$ cat config.mk
export PLATFORM = sky130hd
export DESIGN_NAME = mibt_match
export DESIGN_NICKNAME = d
export VERILOG_FILES = /design/src/sv/mibt_pkg.sv /design/src/sv/mibt_match.sv
export SDC_FILE = /design/constraint.sdc
export NUM_CORES = 1
export LEC_CHECK = 0
export BUFFER_PORTS_ARGS = -buffer_cell sky130_fd_sc_hd__buf_2
export CELL_PAD_IN_SITES_DETAIL_PLACEMENT = 1
export CELL_PAD_IN_SITES_GLOBAL_PLACEMENT = 2
export CORE_ASPECT_RATIO = 2
export CORE_MARGIN = 1
export CORE_UTILIZATION = 13
export DETAILED_ROUTE_END_ITERATION = 6
export PLACE_DENSITY_LB_ADDON = 0.25
export SLEW_MARGIN = 20
export SYNTH_ARGS = -nofsm -noshare
export SYNTH_HDL_FRONTEND = slang
export SYNTH_SLANG_ARGS = --single-unit
$ cat constraint.sdc
create_clock -name vclk -period 1.8
set_clock_uncertainty 0.15 [all_clocks]
set_input_delay 0.27 -clock vclk [all_inputs]
set_output_delay 0.27 -clock vclk [all_outputs]
set_load 0.01 [all_outputs]
$ cat src/sv/mibt_pkg.sv
// Shared types and constants for the masked address ban table.
`timescale 1ns / 1ps
`default_nettype none
package mibt_pkg;

  localparam int WORD_W = 32;
  localparam int IDX_W  = 6;

  typedef enum logic [1:0] {
    OP_ADD    = 2'd0,
    OP_DELETE = 2'd1,
    OP_CHECK  = 2'd2,
    OP_READ   = 2'd3
  } op_t;

  typedef enum logic [1:0] {
    ST_OK        = 2'd0,
    ST_BAD_INDEX = 2'd1,
    ST_FULL      = 2'd2
  } status_t;

  typedef enum logic [2:0] {
    S_IDLE,
    S_RD_WAIT,
    S_DEL_RD,
    S_DEL_WR,
    S_CHK,
    S_FINISH
  } state_t;

  typedef struct packed {
    logic [WORD_W-1:0] addr;
    logic [WORD_W-1:0] mask;
    logic [WORD_W-1:0] expiry;
  } entry_t;

  localparam int ENTRY_W = $bits(entry_t);

endpackage
`default_nettype wire

$ cat src/sv/mibt_match.sv
// Entry compare unit: masked address match and expiry liveness test.
`timescale 1ns / 1ps
`default_nettype none
module mibt_match
  import mibt_pkg::*;
(
  input  wire entry_t            entry,
  input  wire logic [WORD_W-1:0] addr,
  input  wire logic [WORD_W-1:0] now_time,
  output logic                   hit
);

  logic addr_eq;
  logic live;

  assign addr_eq = ((addr ^ entry.addr) & entry.mask) == '0;
  // zero expiry means the ban never lapses
  assign live    = (entry.expiry == '0) || (entry.expiry >= now_time);
  assign hit     = addr_eq && live;

endmodule
`default_nettype wire

## After elaboration in Yosys (flattened, before gate mapping)

Index checks and enable logic that the tools add are counted.

- Add/subtract/negate cells: 0
- Multipliers: 0
- Div/mod/pow operators: 0
- Magnitude comparators: 1
- Equality and inequality tests: 0
- Shift-type cells: 0
- Muxes and demuxes: 0
- Bitwise gates (word level): 2
- Reductions and logical operators: 4

Operators with widths:

| cell | number |
|---|---|
| $logic_not A32 Y1 | 2 |
| $and A32 B32 Y32 | 1 |
| $ge A32 B32 Y1 | 1 |
| $xor A32 B32 Y32 | 1 |
| $logic_and A1 B1 Y1 | 1 |
| $logic_or A1 B1 Y1 | 1 |

- Bits in registers: 0
- Latch bits: 0
- Memory bits (writable): 0
- Memory bits (read-only): 0
- Output and inout port bits: 1
- Word-level logic and storage cells: 7
- Memories: 0

## Depth between registers and ports, before layout

Gate-level depths: netlist of the first run.

- Depth after elaboration: 4
- Depth in mapped cells: 7
- Depth with buffers taken out: 7

## Worst setup path before layout of the first run

OpenSTA, ideal clock, no wires.

- Path type: input port to output port
- Start point: input port now_time[30]
- End point: output port hit
- Data arrival time: 1.515 ns
- Data required time: 1.380 ns
- Path slack: -0.135 ns
- Stages on the path: 7
- Cells stage by stage: inv_1 ha_1 a21oi_1 nand2_1 a221o_1 nor4_1 a211oi_2

- Word-level cells in the longest chain between the ends: 3

RTL lines:

| element | RTL line | text |
|---|---|---|
| start: declaration | mibt_match.sv:9 | `input wire logic [WORD_W-1:0] now_time,` |
| $ge A32 B32 Y1 | mibt_match.sv:18 | `assign live = (entry.expiry == '0) \|\| (entry.expiry >= now_time);` |
| $logic_or A1 B1 Y1 | mibt_match.sv:18 |  |
| $logic_and A1 B1 Y1 | mibt_match.sv:19 | `assign hit = addr_eq && live;` |
| end: declaration | mibt_match.sv:10 | `output logic hit` |

No other way between the ends.

## Worst setup path in the final report of the first run

- Start point: input port entry[20] (netlist bit)
- End point: output port hit

- Word-level cells in the longest chain between the ends: 3

RTL lines:

| element | RTL line | text |
|---|---|---|
| start: declaration | mibt_match.sv:7 | `input wire entry_t entry,` |
| $ge A32 B32 Y1 or $logic_not A32 Y1 (tied branches) | mibt_match.sv:18 |  |
| $logic_or A1 B1 Y1 (*) | mibt_match.sv:18 |  |
| $logic_and A1 B1 Y1 (*) | mibt_match.sv:19 |  |

Mark *: on every way between the ends. The rest lies on a longest branch, timed or not.

==> impl_results.md, run 1 <==
* HP Start: entry[45]
* Share of the synthesized area in the top cell type at 30.5%
* Synthesized Nets at 366
* CP Launch Point: entry[20]
* Max IR drop VDD at 0.0634 mV
* Placer congestion estimate at 0.769
* Final hold violation count at 0
* XOR/XNOR Fraction of Synth Area at 21.3%
* Syn. warnings at 0
* Total grt overflow at 0
* WL final at 6.35 mm
* # fillers at 1245
* Final setup vio count at 1
* Vias in the first global route at 2292
* First-pass GRT wire length at 9.42 mm
* Mux contribution to synthesized area at 0%
* Largest area contributor in the netlist: ha_1
* Via count at 2017
* Slew Viols, Final at 0
* Post-CTS Setup Bufs at 0
* Max-slew headroom at 78.9%
* PortBufs at 161
* Crit path required time at 1380 ps
* Synth cell count leaders: inv_1, ha_1, xor2_1, a22oi_1
* Post-synthesis cell count at 174
* Dpl hpwl at 6.09 mm
* Min cycle time layout at 2140 ps
* Layout cells sized above 1 at 61.6%
* MaxCap Viol Count at 0
* Placement Rows at 51
* Initial Util at 13.5%
* Adder-Cell Fraction of Synth Area at 30.5%
* Synthesized area per cell at 7.55 um^2
* Die width at 73.1 um
* Fmax at 0.467 GHz
* I/O Pins at 161
* Synth Area in Simple Gates at 16.4%
* Worst Setup Start Kind: input pin
* FF/Latch Area at 0 um^2
* Distinct cells, synth at 27
* Seq cells at 0
* Pre-antenna DRT Iters at 2
* Drt initial violations at 4
* Pre-CTS setup slack at -518 ps
* Synth top area cells: ha_1, xor2_1, inv_1
* Wire length per cell at 13.0 um
* Synth Cell Area at 1310 um^2
* Multi-input gate area at 1450 um^2
* Worst Setup Slack, final at -343 ps
* DR DRC count at 0
* Most common cell in the netlist: inv_1
* Area growth, synth to finish at 110%
* Hold Path Class: in -> out
* WP data arrival at 1720 ps
* Final TNS setup at -343 ps
* Final period util at 119%
* Drt via density at 4.12
* CLK BUF at 0
* Crit. End Element: output port
* Initial antenna violation count at 0
* Critical path class: in -> out
* Full die area at 10500 um^2
* Synth Area in Compound Gates at 22.4%
* LEAKAGE at 1.49 nW
* Unrepaired setup endpoints after global routing: yes
* Largest net degree at the start of global routing at 4
* ANT nets after route at 0
* Total track usage at 11.5%
* Pwr Total at 0.000590 W
* Hold Path Stages at 6
* Combinational family with the most area after synthesis: adder cells
* N_diodes at 0
* Fin nets at 551
* Power per cell area at 214 nW/um^2
* CORE AREA at 9760 um^2
* Die height at 144 um
* Slew @ Worst Pin at 317 ps
* Failing checks: setup timing
* CP max FO at 2
* Sequential-to-total area share from yosys stat at 0%
* Status: finished, violations left
[power breakdown]
| part | internal [W] | switching, W |
|---|---|---|
| logic | 0.000331 | 0.000259 |
| registers | 0 | 0 |
| clock network | 0 | 0 |
| total | 0.000331 | 0.000259 |
[stage by stage]
step	std cells	hold WS, ps	cell area (um^2)	util, %
2_1_floorplan	174	621	1360	-
3_3_place_gp	489	894	2490	25.5
3_5_place_dp	489	893	2490	25.5
4_1_cts	489	895	2560	26.3
5_1_grt	489	926	2760	28.2
6_report	489	873	2760	28.2
[cells in the final DEF (no fill, tap or decap), types with 2 or more instances in the layout]
master,Yosys,routed
buf_2,0,153
buf_4,0,22
and4_1,2,2
nor4_4,0,2
ha_4,0,7
xor2_1,32,31
nand3_1,3,3
a21o_1,3,3
a22oi_1,16,8
nand4_1,9,9
nor4_1,10,3
inv_1,33,30
inv_2,0,3
nor4_2,0,5
a22oi_2,1,9
buf_6,0,8
a21oi_1,10,9
o21a_1,3,3
nor2_1,3,3
ha_1,32,25
nand2_1,4,4
[layer usage]
layer	GRT usage, %	wire [um]	vias to the layer above
met5	0	0	-
met4	0	0	0
met3	2.58	677	0
met2	28.1	3940	125
met1	8.18	1730	885
li1	-	-	1007
[layout make-up]
cell class         count  area share (%)
well taps            132            5.99
repair buffers       183            37.0
multi-input cells    141            52.5
inverters             33            4.49
[path summary, 6_finish.rpt]
check,to,slack (ps)
max,hit,-340
min,hit,870
[worst max-delay path: stages]
cell,delay (ps)
buf_2,90
buf_4,110
nor4_4,40
buf_4,120
and4_1,160
a221o_1,390
nor4_2,280
a211oi_2,100
buf_2,150
[cell families (layout without fill, tap and decap cells)]
| family | count (synthesis) | in the layout |
|---|---|---|
| AOI/OAI and AO/OA | 41 | 41 |
| and+or+nand+nor | 36 | 36 |
| buffers and inverters | 33 | 216 |
| adders and majority gates | 32 | 32 |
| xor gates and xnor gates | 32 | 32 |
[what timing repair did]
item                                    4_1_cts  5_1_grt
hold buffers                                  0        0
gates cloned                                  0        0
resized for setup                            11       29
pin swaps                                     5       33
endpoints found under the setup margin        1        1
Note: power is estimated with default switching activity, not from simulation.
==> inputs of run 2 (changes only) <==
Settings changed: CORE_ASPECT_RATIO 2 to 1.75.
==> run 2 against run 1 <==
Compared with the run above:
- the flow still finishes with violations (setup timing)
- largest cell class unchanged
- die area about the same
- critical path depth fell by 2
- sequential cell count is the same
- critical path type unchanged
- worst hold slack lost 21 ps
- final area decreased by 9.3%
- critical endpoint unchanged
==> impl_results.md, run 2 (same netlist as run 1, synthesis figures left out) <==
* Power per cell area at 211 nW/um^2
* Hold Path Class: in -> out
* Layout cells sized above 1 at 55.7%
* Vias in the first global route at 2244
* Fmax at 0.461 GHz
* Final TNS setup at -369 ps
* Min cycle time layout at 2170 ps
* Commonest non-fill, non-tap cell in the layout: buf_2
* First-pass GRT wire length at 9.32 mm
* Placed Area at 2410 um^2
* Failing checks: setup timing
* FF/Latch Area at 0 um^2
* Fin nets at 542
* Die height at 135 um
* Drt via density at 4.20
* Max IR drop VDD at 0.0699 mV
* Unrepaired setup endpoints after global routing: yes
* Clock Power Share at 0%
* Worst Setup Start Kind: input pin
* Most frequent cells in the layout: buf_2, xor2_1, inv_1
* Slew Viols, Final at 0
* Pre-antenna DRT Iters at 2
* WL final at 6.03 mm
* Critical path class: in -> out
* Die width at 78.0 um
* Placement Rows at 48
* Via count at 1987
* PortBufs at 161
* Largest net degree at the start of global routing at 4
* ANT nets after route at 0
* Drt initial violations at 8
* Final setup vio count at 1
* Dpl hpwl at 5.86 mm
* Seq cells at 0
* CTS Hold Bufs at 0
* LEAKAGE at 1.43 nW
* Worst Setup Slack, final at -369 ps
* Pwr Total at 0.000528 W
* Total track usage at 11.1%
* N_diodes at 0
* Total grt overflow at 0
* Status: finished, violations left
* Final core area utilization at 25.4%
* Net Sw Frac at 43.6%
* Pre-CTS setup slack at -471 ps
* Post-route cell area at 2500 um^2
* Placer congestion estimate at 0.700
* Slew @ Worst Pin at 307 ps
* Initial Util at 13.3%
* Full die area at 10500 um^2
* CORE AREA at 9850 um^2
* Initial antenna violation count at 0
* Area growth, synth to finish at 90.3%
* MaxCap Viol Count at 0
* Int Power at 0.000297 W
* Sequential share of power at 0%
* Final hold violation count at 0
* WP data arrival at 1750 ps
* Comb power frac at 100.0%
* Wire length per cell at 12.7 um
* Crit. End Element: output port
* CLK BUF at 0
* # fillers at 1284
* CP max FO at 1
* Max-slew headroom at 79.3%
* I/O Pins at 161
* P_sw at 0.000230 W
* Final period util at 120%
* Crit path required time at 1380 ps
* DR DRC count at 0
[run 2: cell types whose count changed in the layout (fill, tap and decap cells not counted), moves of 4 or more]
cell | before | now
buf_6 | 8 | 2
buf_2 | 153 | 159
a22oi_2 | 9 | 2
ha_4 | 7 | 3
buf_4 | 22 | 13
a22oi_1 | 8 | 15
ha_1 | 25 | 29
nor4_1 | 3 | 7
[run 2: what timing repair did]
item / CTS / global route
pin swaps: 4 / 12
resized for setup: 5 / 8
endpoints found under the setup margin: 1 / 1
setup buffers: 0 / 0
[run 2: per-layer routing]
layer | routed length, um | track usage (%) | up-vias
li1 | - | - | 990
met1 | 1730 | 8.86 | 875
met2 | 3730 | 26.9 | 122
met3 | 570 | 1.89 | 0
met4 | 0 | 0 | 0
met5 | 0 | 0 | -
[run 2: worst max-delay path: stages]
cell and delay [ps]:
buf_2 100, xor2_1 150, a22oi_1 290, nand4_2 140, or4_4 490, a211oi_2 140
buf_2 160
[run 2: final timing paths]
path,from,endpoint,slack (ps),depth (start not counted)
worst min-delay path,entry[46],hit,850,6
worst max-delay path,entry[80],hit,-370,7
[run 2: power by group through the flow]
stage	Sequential, W	Combinational [W]	Clock (W)
3_5_place_dp	0	0.000513	0
2_1_floorplan	0	0.000223	0
3_3_place_gp	0	0.000502	0
6_report	0	0.000528	0
5_1_grt	0	0.000595	0
4_1_cts	0	0.000522	0
[run 2: stage by stage]
step | hold slack, ps | cells
after global routing | 889 | 473
after CTS | 857 | 473
after detailed placement | 864 | 473
after floorplan | 621 | 174
after global placement | 866 | 473
final | 852 | 473
[run 2: area by class of cell]
class	instances	area (um^2)	area share, %
Inverter	33	124	4.95
Multi-Input combinational cell	141	1300	52.2
Tap cell	125	156	6.26
Timing Repair Buffer	174	916	36.6
